File: src/hdl/afm_pkg.sv
// shared constants, types and control/status bundles of the frequency meter
`default_nettype none

package afm_pkg;

    // measurement shape
    localparam int CAPTURE_COUNT = 12;
    localparam int DISCARD_COUNT = 2;
    localparam int COUNTER_BITS  = 16;
    localparam int KEPT_COUNT    = (CAPTURE_COUNT > DISCARD_COUNT) ?
                                   (CAPTURE_COUNT - DISCARD_COUNT) : 0;

    // field widths
    localparam int RATE_BITS  = 27;
    localparam int FREQ_BITS  = 30;
    localparam int INDEX_BITS = 4;
    localparam int SUM_BITS   = COUNTER_BITS + 4;
    localparam int NUM_BITS   = RATE_BITS + 4;
    localparam int STEP_BITS  = $clog2(NUM_BITS);

    localparam logic [RATE_BITS-1:0]    RATE_RESET  = RATE_BITS'(2000000);
    localparam logic [COUNTER_BITS-1:0] COUNTER_MAX = {COUNTER_BITS{1'b1}};
    localparam logic [FREQ_BITS-1:0]    FREQ_MAX    = {FREQ_BITS{1'b1}};

    // result status codes
    typedef enum logic [1:0] {
        STATUS_OK        = 2'd0,
        STATUS_OVERFLOW  = 2'd1,
        STATUS_NO_PERIOD = 2'd2
    } status_t;

    // controller states
    typedef enum logic [2:0] {
        ST_IDLE,
        ST_RUN,
        ST_LOAD,
        ST_DIV,
        ST_DONE
    } state_t;

    // controller to datapath
    typedef struct packed {
        logic accept;
        logic busy;
        logic emit_ovf;
        logic emit_zero;
        logic load_div;
        logic div_step;
        logic emit_quot;
    } afm_cmd_t;

    // datapath to controller
    typedef struct packed {
        logic start;
        logic ovf;
        logic last_cap;
        logic sum_zero;
        logic div_last;
        logic out_free;
    } afm_stat_t;

endpackage

`default_nettype wire

File: src/hdl/averaged_period_frequency_meter.sv
// top level of the averaged-period frequency meter
`default_nettype none

// Reciprocal frequency counter. Each input request is one prescaled timer tick
// carrying a start flag, a probe select and the falling-edge flags of both
// probes; while counting and with room at the output the block takes one
// request per clock. A start clears the measurement; edges on the selected probe
// close periods, the first two are dropped and the next ten summed, and after
// the twelfth the block reports floor(10 * tick_rate_hz / sum), saturated to 30
// bits. A counter overflow gives status 1 and a zero sum status 2, both in the
// tick that causes them. The closing restoring divider scales the tick rate,
// gives one quotient bit per divide step and writes the result; s_axis_tready
// is low from the final capture until that write. The user writes tick_rate_hz
// through cfg_wr_en/cfg_wr_data only while idle; the block does not enforce this.
module averaged_period_frequency_meter (
    input  wire logic        clk,
    input  wire logic        rst_n,
    // configuration
    input  wire logic        cfg_wr_en,
    input  wire logic [26:0] cfg_wr_data,
    // tick stream
    input  wire logic        s_axis_tvalid,
    output logic             s_axis_tready,
    input  wire logic [7:0]  s_axis_tdata,   // start_req, probe_select, edge_probe0,
                                             // edge_probe1, zero fill
    // result stream
    output logic             m_axis_tvalid,
    input  wire logic        m_axis_tready,
    output logic [31:0]      m_axis_tdata,   // frequency_hz[29:0], probe_measured, zero fill
    output logic [1:0]       m_axis_tuser    // status
);
    import afm_pkg::*;

    afm_cmd_t             cmd;
    afm_stat_t            st;
    logic [FREQ_BITS-1:0] out_freq;
    status_t              out_status;
    logic                 out_probe;

    // sequencing
    afm_ctrl u_ctrl (
        .clk      (clk),
        .rst_n    (rst_n),
        .in_valid (s_axis_tvalid),
        .in_ready (s_axis_tready),
        .st       (st),
        .cmd      (cmd)
    );

    // counting, summing, dividing
    afm_datapath u_datapath (
        .clk         (clk),
        .rst_n       (rst_n),
        .cfg_wr_en   (cfg_wr_en),
        .cfg_wr_data (cfg_wr_data),
        .in_start    (s_axis_tdata[0]),
        .in_select   (s_axis_tdata[1]),
        .in_edge0    (s_axis_tdata[2]),
        .in_edge1    (s_axis_tdata[3]),
        .cmd         (cmd),
        .st          (st),
        .out_valid   (m_axis_tvalid),
        .out_ready   (m_axis_tready),
        .out_freq    (out_freq),
        .out_status  (out_status),
        .out_probe   (out_probe)
    );

    // result packing
    assign m_axis_tdata = {1'b0, out_probe, out_freq};
    assign m_axis_tuser = out_status;

endmodule

`default_nettype wire

File: src/hdl/afm_ctrl.sv
// controller state machine of the frequency meter
`default_nettype none

module afm_ctrl (
    input  wire logic              clk,
    input  wire logic              rst_n,
    input  wire logic              in_valid,
    output logic                   in_ready,
    input  wire afm_pkg::afm_stat_t st,
    output afm_pkg::afm_cmd_t      cmd
);
    import afm_pkg::*;

    state_t state_reg;
    state_t state_next;
    logic   accept;

    // input requests are taken while idle or counting and with room at the output
    assign in_ready = ((state_reg == ST_IDLE) || (state_reg == ST_RUN)) && st.out_free;
    assign accept   = in_valid && in_ready;

    // state register
    always_ff @(posedge clk or negedge rst_n)
    begin
        if (!rst_n)
        begin
            state_reg <= ST_IDLE;
        end
        else
        begin
            state_reg <= state_next;
        end
    end

    // next state
    always_comb
    begin
        state_next = state_reg;
        case (state_reg)
            ST_IDLE:
            begin
                if (accept && st.start)
                begin
                    state_next = ST_RUN;
                end
            end
            ST_RUN:
            begin
                if (accept)
                begin
                    if (st.start)
                    begin
                        state_next = ST_RUN;
                    end
                    else if (st.ovf)
                    begin
                        state_next = ST_IDLE;
                    end
                    else if (st.last_cap)
                    begin
                        state_next = st.sum_zero ? ST_IDLE : ST_LOAD;
                    end
                end
            end
            ST_LOAD:
            begin
                state_next = ST_DIV;
            end
            ST_DIV:
            begin
                if (st.div_last)
                begin
                    state_next = ST_DONE;
                end
            end
            ST_DONE:
            begin
                if (st.out_free)
                begin
                    state_next = ST_IDLE;
                end
            end
            default:
            begin
                state_next = ST_IDLE;
            end
        endcase
    end

    // command outputs
    always_comb
    begin
        cmd           = '0;
        cmd.accept    = accept;
        cmd.busy      = (state_reg == ST_RUN);
        case (state_reg)
            ST_RUN:
            begin
                cmd.emit_ovf  = accept && !st.start && st.ovf;
                cmd.emit_zero = accept && !st.start && !st.ovf && st.last_cap && st.sum_zero;
            end
            ST_LOAD:
            begin
                cmd.load_div = 1'b1;
            end
            ST_DIV:
            begin
                cmd.div_step = 1'b1;
            end
            ST_DONE:
            begin
                cmd.emit_quot = st.out_free;
            end
            default:
            begin
            end
        endcase
    end

    // scaling is always followed by the divide
    a_load_to_div: assert property (@(posedge clk) disable iff (!rst_n)
        state_reg == ST_LOAD |=> state_reg == ST_DIV)
        else $error("divide did not follow numerator load");

    // no request is taken while the divider owns the datapath
    a_no_accept_div: assert property (@(posedge clk) disable iff (!rst_n)
        (cmd.load_div || cmd.div_step || state_reg == ST_DONE) |-> !accept)
        else $error("request accepted during divide");

    // a final capture with a nonzero sum always starts the divide
    a_last_to_load: assert property (@(posedge clk) disable iff (!rst_n)
        (state_reg == ST_RUN && accept && !st.start && !st.ovf && st.last_cap
         && !st.sum_zero) |=> state_reg == ST_LOAD)
        else $error("final capture did not start the divide");

endmodule

`default_nettype wire

File: src/hdl/afm_datapath.sv
// counter, period accumulator, divider and result register of the frequency meter
`default_nettype none

module afm_datapath (
    input  wire logic                               clk,
    input  wire logic                               rst_n,
    input  wire logic                               cfg_wr_en,
    input  wire logic [afm_pkg::RATE_BITS-1:0]      cfg_wr_data,
    input  wire logic                               in_start,
    input  wire logic                               in_select,
    input  wire logic                               in_edge0,
    input  wire logic                               in_edge1,
    input  wire afm_pkg::afm_cmd_t                  cmd,
    output afm_pkg::afm_stat_t                      st,
    output logic                                    out_valid,
    input  wire logic                               out_ready,
    output logic [afm_pkg::FREQ_BITS-1:0]           out_freq,
    output afm_pkg::status_t                        out_status,
    output logic                                    out_probe
);
    import afm_pkg::*;

    logic [RATE_BITS-1:0]    rate_reg;
    logic [COUNTER_BITS-1:0] counter_reg;
    logic [COUNTER_BITS-1:0] counter_inc;
    logic [INDEX_BITS-1:0]   index_reg;
    logic [INDEX_BITS-1:0]   index_inc;
    logic [SUM_BITS-1:0]     sum_reg;
    logic [SUM_BITS-1:0]     sum_next;
    logic                    probe_reg;
    logic                    edge_sel;
    logic                    capture;

    logic [NUM_BITS-1:0]     num_reg;
    logic [SUM_BITS:0]       rem_reg;
    logic [SUM_BITS:0]       rem_shift;
    logic                    rem_ge;
    logic [STEP_BITS-1:0]    step_reg;

    logic                    out_valid_reg;
    logic [FREQ_BITS-1:0]    freq_reg;
    status_t                 status_reg;
    logic                    oprobe_reg;

    // tick bookkeeping
    assign counter_inc = counter_reg + 1'b1;
    assign index_inc   = index_reg + 1'b1;
    assign edge_sel    = probe_reg ? in_edge1 : in_edge0;
    assign capture     = edge_sel && (counter_reg != COUNTER_MAX);
    assign sum_next    = (index_reg >= INDEX_BITS'(DISCARD_COUNT)) ?
                         (sum_reg + SUM_BITS'(counter_inc)) : sum_reg;

    // status toward the controller
    assign st.start    = in_start;
    assign st.ovf      = (counter_reg == COUNTER_MAX);
    assign st.last_cap = edge_sel && (index_inc == INDEX_BITS'(CAPTURE_COUNT));
    assign st.sum_zero = (sum_next == '0);
    assign st.div_last = (step_reg == STEP_BITS'(NUM_BITS - 1));
    assign st.out_free = !out_valid_reg || out_ready;

    // rate register
    always_ff @(posedge clk or negedge rst_n)
    begin
        if (!rst_n)
        begin
            rate_reg <= RATE_RESET;
        end
        else if (cfg_wr_en)
        begin
            rate_reg <= cfg_wr_data;
        end
    end

    // period counter, capture index and sum
    always_ff @(posedge clk or negedge rst_n)
    begin
        if (!rst_n)
        begin
            counter_reg <= '0;
            index_reg   <= '0;
            sum_reg     <= '0;
            probe_reg   <= 1'b0;
        end
        else if (cmd.accept)
        begin
            if (in_start)
            begin
                counter_reg <= '0;
                index_reg   <= '0;
                sum_reg     <= '0;
                probe_reg   <= in_select;
            end
            else if (cmd.busy)
            begin
                if (st.ovf)
                begin
                    counter_reg <= '0;
                end
                else if (capture)
                begin
                    counter_reg <= '0;
                    sum_reg     <= sum_next;
                    index_reg   <= index_inc;
                end
                else
                begin
                    counter_reg <= counter_inc;
                end
            end
        end
    end

    // restoring divider step, one quotient bit a cycle
    assign rem_shift = {rem_reg[SUM_BITS-1:0], num_reg[NUM_BITS-1]};
    assign rem_ge    = (rem_shift >= {1'b0, sum_reg});

    always_ff @(posedge clk)
    begin
        if (cmd.load_div)
        begin
            num_reg  <= NUM_BITS'(rate_reg) * NUM_BITS'(KEPT_COUNT);
            rem_reg  <= '0;
            step_reg <= '0;
        end
        else if (cmd.div_step)
        begin
            num_reg  <= {num_reg[NUM_BITS-2:0], rem_ge};
            rem_reg  <= rem_ge ? (rem_shift - {1'b0, sum_reg}) : rem_shift;
            step_reg <= step_reg + 1'b1;
        end
    end

    // result valid flag
    always_ff @(posedge clk or negedge rst_n)
    begin
        if (!rst_n)
        begin
            out_valid_reg <= 1'b0;
        end
        else if (cmd.emit_ovf || cmd.emit_zero || cmd.emit_quot)
        begin
            out_valid_reg <= 1'b1;
        end
        else if (out_ready)
        begin
            out_valid_reg <= 1'b0;
        end
    end

    // result payload, quotient saturated to the field width
    always_ff @(posedge clk)
    begin
        if (cmd.emit_ovf)
        begin
            freq_reg   <= '0;
            status_reg <= STATUS_OVERFLOW;
            oprobe_reg <= probe_reg;
        end
        else if (cmd.emit_zero)
        begin
            freq_reg   <= '0;
            status_reg <= STATUS_NO_PERIOD;
            oprobe_reg <= probe_reg;
        end
        else if (cmd.emit_quot)
        begin
            freq_reg   <= (num_reg > NUM_BITS'(FREQ_MAX)) ? FREQ_MAX : num_reg[FREQ_BITS-1:0];
            status_reg <= STATUS_OK;
            oprobe_reg <= probe_reg;
        end
    end

    assign out_valid  = out_valid_reg;
    assign out_freq   = freq_reg;
    assign out_status = status_reg;
    assign out_probe  = oprobe_reg;

    // partial remainder stays below the divisor
    a_rem_bound: assert property (@(posedge clk) disable iff (!rst_n)
        cmd.div_step |-> (rem_reg < {1'b0, sum_reg}))
        else $error("divider remainder out of range");

    // the capture index never reaches the final count while busy
    a_index_bound: assert property (@(posedge clk) disable iff (!rst_n)
        cmd.busy |-> (index_reg < INDEX_BITS'(CAPTURE_COUNT)))
        else $error("capture index past final count while busy");

endmodule

`default_nettype wire
File: config.mk
export PLATFORM = sky130hd
export DESIGN_NAME = averaged_period_frequency_meter
export DESIGN_NICKNAME = d
export VERILOG_FILES = /design/src/hdl/afm_pkg.sv /design/src/hdl/averaged_period_frequency_meter.sv /design/src/hdl/afm_ctrl.sv /design/src/hdl/afm_datapath.sv
export SDC_FILE = /design/constraint.sdc
export NUM_CORES = 1
export LEC_CHECK = 0
export ABC_AREA = 1
export ABC_CLOCK_PERIOD_IN_PS = 3500
export BUFFER_PORTS_ARGS = -buffer_cell sky130_fd_sc_hd__buf_2
export CORE_AREA = 2 2 173 175
export CTS_BUF_LIST = sky130_fd_sc_hd__clkbuf_4
export CTS_CLUSTER_DIAMETER = 60
export DETAILED_ROUTE_END_ITERATION = 8
export DIE_AREA = 0 0 175 177
export GPL_ROUTABILITY_DRIVEN = 0
export GPL_TIMING_DRIVEN = 0
export PLACE_DENSITY_LB_ADDON = 0.15
export SYNTH_ARGS = -nofsm -noshare
export SYNTH_HDL_FRONTEND = slang
export SYNTH_HIERARCHICAL = 1
export SYNTH_SLANG_ARGS = --single-unit
File: constraint.sdc
create_clock -name clk -period 3.5 [get_ports clk]
set_input_delay 1.05 -clock clk [delete_from_list [all_inputs] [get_ports clk]]
set_output_delay 1.05 -clock clk [all_outputs]
set_load 0.02 [all_outputs]
# == Word-level counts from Yosys, hierarchy flattened ==
# Index checks and enable logic that the tools add are counted.
# classes
muxes,38
n_mul,1
n_reduce_logical,30
addsub,5
eq_ne,14
n_lt_le_gt_ge,3
# ops
operator,count
20-bit 2-to-1 mux,6
16-bit 2-to-1 mux,4
31-bit 2-to-1 mux,2
31-bit by 30-bit > comparator with 1-bit output (second input constant),1
27-bit by 3-bit multiplier with 30-bit output (second input constant),1
30-bit 2-to-1 mux,1
21-bit by 20-bit greater-or-equal comparator with 1-bit output,1
3-bit 2-to-1 mux,7
20-bit by 16-bit adder with 20-bit output,1
20-bit logical NOT,1
20-bit subtractor,1
16-bit by 1-bit adder with 16-bit output (second input constant),1
16-bit == test (second input constant),1
4-bit 2-to-1 mux,4
16-bit != test (second input constant),1
3-bit case mux with 5 select lines,1
1-bit logical AND,10
2-bit nonzero test,5
1-bit 2-to-1 mux,9
2-bit 2-to-1 mux,4
3-bit by 2-bit == test with 1-bit output (second input constant),2
2-bit != test (second input constant),3
5-bit by 1-bit adder with 5-bit output (second input constant),1
5-bit == test (second input constant),1
other kinds (15),22
# word_totals
inputBits,40
regBits,161
word_cells,105

# == Longest topological paths before layout ==
# Gate-level depths: netlist of run 1.
# depth
depth_word,12
ltp_mapped,30

# == Cells and area by module ==
# Netlist of run 1, hierarchy kept.
# by_module_without_submodules
mod,instances,cells_each,seq_area_each_um2,area_per_inst_um2
afm_datapath,1,1457,3827.4,10860.4
afm_ctrl,1,52,75.1,377.9
averaged_period_frequency_meter,1,3,0.0,18.8

# == Least setup slack after synthesis of run 1 ==
# Ideal clock, no wire load.
# synth_path
path_kind,register to register
start,reg u_datapath.counter_reg[0]
end,reg u_datapath.oprobe_reg (netlist: u_datapath/out_probe) (enable)
slack_ns,-0.157
n_path_buf,1
synth_period_minus_slack_ns,3.657
stages_incl_launch_ff,27
arrival_time_ns,3.365
required_ns,3.207
cell_sequence,dfrtp_1 ha_1 nand2_1 nor2_2 nand4_2 nor2_1 nand2_1 nor2_2 nand2_1 xor2_1 ha_1 nand2_1 nor2_1 and2_1 nand4_1 nand3_1 nand2_1 nand2_1 nand2_1 nor2_1 nand3_1 nor2_1 inv_1 nor4_2 nor2_1 clkbuf_1 nand2_1
# synth_lines
item,line_no,source
start: declaration,afm_datapath.sv:24,logic [COUNTER_BITS-1:0] counter_reg;
start signal: assignment,afm_datapath.sv:107,counter_reg <= counter_inc;
end signal: assignment,afm_datapath.sv:157,oprobe_reg <= probe_reg;
end signal: assignment,afm_datapath.sv:163,oprobe_reg <= probe_reg;
end signal: assignment,afm_datapath.sv:169,oprobe_reg <= probe_reg;
end: declaration,afm_datapath.sv:43,logic oprobe_reg;

==> results.cfg, run 1 <==
[logic_synthesis]
yosys-top-cells-count = nand2_1 (356), inv_1 (193), o21ai_0 (120)
ys_seq_area_frac = 0.347
synth_top_area_frac = 0.144
synth-edff-count = 31
netlist_area_um2 = 11300
synthAdderAreaFrac = 0.110
synthArstFlopShare = 0.447
yosysTopAreaCell = dfrtp_1
syn_avg_cell_area_um2 = 7.45
ys.warnings.count = 6
synthSimpleGateAreaFrac = 0.261
synth_compound_area_frac = 0.146
synth_area_leaders = dfrtp_1 (14%), nand2_1 (12%), ha_1 (10%)
syn-instance-count = 1512
synthXorXnorAreaFrac = 0.0217
synth_top_family_by_area = simple AND/OR/NAND/NOR gates
synthesis.nets = 1649
ys_types = 56
synth.most_common_cell = nand2_1
synthMuxAreaShare = 0.0259
yosys_most_used_dff = dfrtp_1
yosys_register_bits = 161

[sta]
final.setup.tns_ps = -16190
worst_pin_slew_ps = 741
fin_crit_ps = 4040
setup_viol = 35
fin_ws_ps = -544
slew_headroom = 0.506
fmax_ghz = 0.247
fin_crit_sh = 1.16
hold_viol = 0
finalMaxSlewViolations = 0
hold_ws_ps = 405
skew_ps = 21.2
rsz0062_at_grt = yes

[worst_setup_path]
r2r_slack_ps = -540
arrival_ps = 4500
startpoint_type = flip-flop
critPathBufInv = 3
rr_worst_depth = 28
required_ps = 3960
cpMaxStageDelayCell = dfrtp_1
r2r_start = u_datapath/counter_reg[1]
crit_path_max_incr_delay_ps = 390
worst-path-max-fanout = 6
timing.rr.end = u_datapath/out_freq[24]
crit_cells = 28
crit_top_cell = nor2_4
cp_top_family = simple AND/OR/NAND/NOR gates
worstSetupEndpointType = flip-flop
worstSetupPathType = flip-flop to flip-flop

[cts]
cts_buffers = 17
cts_tree = built
cts-root-buf = clkbuf_4
cts_hold_buf = 0
numClockSinks = 161
clock_latency_ps = 580
cts_max_level = 4
clk_pin_slew_worst_paths_ps = 160
cts_buffer_depth = 2

[routing]
wl_per_cell_um = 15.3
vias = 10300
drt-initial-drc-count = 658
drc_errors = 0
final_antenna_net_count = 0
first_pass_iters = 7
routed_via_density = 5.05
wl_mm = 31.1

[die]
core_um2 = 29200
die_area_um2 = 31000
die_h_um = 177
start_util = 0.385
rows = 63
die_x_um = 175
io_pins = 76

[power]
leakagePower_nw = 6.30
vdd_drop_max_mv = 0.268
powerDensity_nw_per_um2 = 765
total_power_mw = 9.97

[global_routing]
grt_max_degree = 40
grtUsageTotal = 0.201
grt-ovfl-total = 0
first_global_vias = 9843
grt_pass1_wl_mm = 49.5
antenna_found_initial = 1

[layout]
largest_reg_flops = 31
layout.nets = 1764
area_growth_pct = 15.8
layout-drive-gt1-share = 0.175
fillers = 3032

[job]
drv_cap = 0

[placed_design]
hpwl_mm = 24.3
portBuffers = 69

[status]
failed_checks = negative setup slack
outcome = complete, but fails checks

[min_path]
hold_path_class = input port to async pin
[through the flow]
step	util	setup slack, ps	instance area (um2)	std cells
final	0.446	-544	13000	2031
after global routing	0.446	-761	13000	2031
after CTS	0.439	-533	12900	2022
after detailed placement	0.416	-1350	12200	1973
after global placement	0.414	-1320	12100	1971
after floorplan	-	-39.1	11300	1512
[logic make-up after synthesis]
| kind of cell | after synthesis |
|---|---|
| flip-flops | 161 |
| AND/OR/NAND/NOR | 661 |
| AO/OA/AOI/OAI | 296 |
| adder cells (fa/ha/maj) | 97 |
| XOR/XNOR | 27 |
| other | 1 |
| buffers and inverters | 243 |
| multiplexers | 26 |
[metal layers]
layer / global-route usage / wire [um] / up-vias
met3: 0.0294 / 832 / 45
met4: 0.0667 / 854 / 0
met5: 0 / 0 / -
met2: 0.361 / 15500 / 158
met1: 0.248 / 13900 / 4747
li1: - / - / 5301
[worst reg2reg max path: cells and delay by family (launching register included)]
| family | cells | cell delay (ps) |
|---|---|---|
| xor gates and xnor gates | 1 | 190 |
| buffers and inverters | 3 | 360 |
| and+or+nand+nor | 20 | 2360 |
| AOI/OAI and AO/OA | 2 | 130 |
| DFF | 1 | 390 |
| adders and majority gates | 2 | 510 |
[cell usage in the layout, fill, tap and decap left out, drive strengths merged, types with 6 or more instances in the layout]
cell type / instances
clkbuf: 32
mux2: 25
nor3: 25
a21o: 9
a31oi: 32
ha: 94
dfstp: 7
dfxtp: 58
nand4: 18
nand2: 369
o21ai: 139
nor4: 6
o21bai: 8
dfrtp: 65
edfxtp: 31
o22ai: 22
nand3b: 8
a21oi: 70
nor2: 116
xnor2: 10
inv: 206
buf: 120
clkinv: 11
nand3: 112
xor2: 17
[layout make-up]
cell class	count	area [um2]	share of cell area
diodes	1	2.50	0.000192
inverters	204	782	0.0600
well taps	390	488	0.0374
plain buffers	39	230	0.0177
flip-flops and latches	161	3900	0.299
clock buffers	17	128	0.00979
multi-input cells	1108	6720	0.516
repair buffers	96	603	0.0463
clock inverters	15	174	0.0133
[how the worst max path moves through the flow]
stage                         startpoint                      end
4_1_cts        u_datapath/counter_reg[2]  u_datapath/out_freq[23]
6_report       u_datapath/counter_reg[1]  u_datapath/out_freq[24]
3_3_place_gp   u_datapath/counter_reg[1]     u_datapath/out_probe
3_5_place_dp   u_datapath/counter_reg[0]     u_datapath/out_probe
2_1_floorplan  u_datapath/counter_reg[0]     u_datapath/out_probe
5_1_grt        u_datapath/counter_reg[1]  u_datapath/out_freq[23]
[where the power goes]
group | total (mW) | leakage (nW) | switching [mW] | internal, mW
clock network | 1.19 | 0.163 | 0.796 | 0.392
logic | 5.95 | 4.43 | 3.81 | 2.14
registers | 2.83 | 1.70 | 0.349 | 2.48
[what timing repair did]
action / in CTS / in global routing
cloned: 0 / 0
setup buffers: 17 / 8
resized for setup: 51 / 33
endpoints found under the setup margin: 35 / 35
pin swaps: 27 / 19
No activity file was read; power rests on OpenSTA's default activity.
==> run 2: changes to the inputs <==
Settings changed: ABC_CLOCK_PERIOD_IN_PS 3500 to 4200, CORE_AREA 2 2 173 175 to 2 2 171 173, DIE_AREA 0 0 175 177 to 0 0 173 175, SYNTH_HIERARCHICAL 1 to unset.
Clock period 3.5 ns to 4.2 ns, I/O delays scaled along.
==> run 2 against run 1 <==
- the flow now finishes without violations
- worst hold slack gained 70 ps
- sequential power shrank 17%
- power fell by 23%
- count of clock-buffer cells in the layout stayed put
- routed wire length fell by 9.4%
- global-route usage fell by 1.2 points
- synthesized cell count down 4.5%
- critical path depth down 2
- combinational power decreased by 28%
- final cell count shrank 4.7%
- register-to-register slack better by 890 ps
- largest cell class unchanged
- highest routed layer unchanged
==> results.cfg, run 2 <==
[status]
outcome = complete, no violations

[routing]
vias = 9619
final_antenna_net_count = 0
drt-initial-drc-count = 424
routed_via_density = 4.97
first_pass_iters = 5
wl_mm = 28.2
drc_errors = 0
wl_per_cell_um = 14.6

[die]
rows = 62
start_util = 0.387
io_pins = 76
die_x_um = 173
core_um2 = 28400
die_area_um2 = 30300
die_h_um = 175

[worst_setup_path]
required_ps = 4680
cpMaxStageDelayCell = dfrtp_1
r2r_start = u_datapath.counter_reg[0]
worstSetupEndpointType = flip-flop
crit_top_cell = nand2_1
worstSetupPathType = flip-flop to flip-flop
startpoint_type = flip-flop
rr_worst_depth = 26
worstSetupStartpoint = u_datapath.counter_reg[0]
arrival_ps = 4340
crit_path_max_incr_delay_ps = 410
worst-path-max-fanout = 10

[placed_design]
hpwl_mm = 22.7
portBuffers = 69

[global_routing]
grtUsageTotal = 0.189
grt_max_degree = 41
first_global_vias = 9373
grt-ovfl-total = 0
antenna_found_initial = 1
grt_pass1_wl_mm = 46.3

[logic_synthesis]
synth_area_leaders = dfrtp_1 (15%), nand2_1 (12%), dfxtp_1 (11%)
yosys-top-cells-count = nand2_1 (361), inv_1 (185), o21ai_0 (107)
synthesis.nets = 1578
synth.most_common_cell = nand2_1
netlist_area_um2 = 11000
yosys_register_bits = 161
syn-instance-count = 1444
yosysTopAreaCell = dfrtp_1
ys_seq_area_frac = 0.355
synth_top_area_frac = 0.148
syn_avg_cell_area_um2 = 7.61
synth-edff-count = 31
synthArstFlopShare = 0.447
yosys_most_used_dff = dfrtp_1
ys.warnings.count = 0
ys_types = 61

[sta]
setup_viol = 0
fmax_ghz = 0.259
fin_crit_sh = 0.918
fin_crit_ps = 3860
skew_ps = 23.8
slew_headroom = 0.560
finalMaxSlewViolations = 0
final.setup.tns_ps = 0
worst_pin_slew_ps = 660
hold_viol = 0
rsz0062_at_grt = no

[cts]
clock_latency_ps = 590
clk_pin_slew_worst_paths_ps = 160
cts_tree = built
cts_buffer_depth = 2
cts_hold_buf = 0
cts-root-buf = clkbuf_4
numClockSinks = 161
cts_max_level = 4
cts_buffers = 17

[power]
vdd_drop_max_mv = 0.302
total_power_mw = 7.64
powerDensity_nw_per_um2 = 624
leakagePower_nw = 5.83

[layout]
final_cell_mix = nand2_1 (361), inv_1 (185), o21ai_0 (107)
layout.nets = 1671
fillers = 3015
layout-drive-gt1-share = 0.147
largest_reg_flops = 31
area_growth_pct = 11.4
layout_commonest_cell = nand2_1

[min_path]
hold_path_class = flip-flop to flip-flop
whs_path_depth = 2
hold_path.startpoint = u_datapath.out_freq[27]

[job]
drv_cap = 0
run 2: critical path: cells and delay by family (launching register included):
kind	cells	cell delay, ps
and+or+nand+nor	18	2280
buffers and inverters	5	540
adders and majority gates	1	300
DFF	1	410
xor gates and xnor gates	1	210
AOI/OAI and AO/OA	1	40
run 2: final cells by class:
type                            count  area (um2)  area share
Antenna cell                        1        2.50    0.000204
Timing Repair Buffer               74         418      0.0341
Inverter                          196         736      0.0601
Sequential cell                   161        3900       0.319
Clock inverter                     15         173      0.0141
Clock buffer                       17         128      0.0104
Multi-Input combinational cell   1049        6180       0.505
Tap cell                          384         480      0.0393
Buffer                             38         216      0.0177
run 2: per-stage QoR:
step | worst slack (ps) | area, um2 | hold slack (ps) | cells | utilization
2_1_floorplan | 915 | 11000 | 439 | 1444 | -
3_3_place_gp | 55.3 | 11800 | 454 | 1897 | 0.416
3_5_place_dp | 27.4 | 11900 | 457 | 1899 | 0.418
4_1_cts | 1.50 | 12200 | 477 | 1931 | 0.429
5_1_grt | 5.26 | 12200 | 494 | 1935 | 0.431
6_report | 343 | 12200 | 475 | 1935 | 0.431
run 2: kinds of logic after synthesis:
| logic type | share of synthesized area |
|---|---|
| and+or+nand+nor | 0.226 |
| AOI/OAI and AO/OA | 0.168 |
| buffers and inverters | 0.0866 |
| DFF | 0.355 |
| adders and majority gates | 0.109 |
| xor gates and xnor gates | 0.0287 |
| muxes | 0.0256 |
| other | 0.000341 |
run 2: worst paths after layout:
path,end,slack (ps)
setup / recovery,u_datapath.out_freq[14],340
hold / removal,u_datapath.out_freq[27],470
setup reg to reg,u_datapath.out_freq[14],340
hold reg to reg,u_datapath.out_freq[27],470
max in group asynchronous,u_datapath.counter_reg[12],3000
min in group asynchronous,u_datapath.sum_reg[17],600
run 2: metal layers:
layer,vias up,share of wire,GRT usage
met1,4460,0.46,0.233
met5,-,0,0
met4,0,0.017,0.0540
met2,132,0.50,0.344
li1,4999,-,-
met3,28,0.024,0.0259
run 2: repair_timing:
action | 4_1_cts | 5_1_grt
buffers inserted | 0 | 3
gates resized for setup | 0 | 7
setup endpoints to repair | 0 | 35
run 2: report_power, final:
group	switching (mW)	internal, mW
Clock	0.642	0.374
Sequential	0.315	2.03
Combinational	2.75	1.52
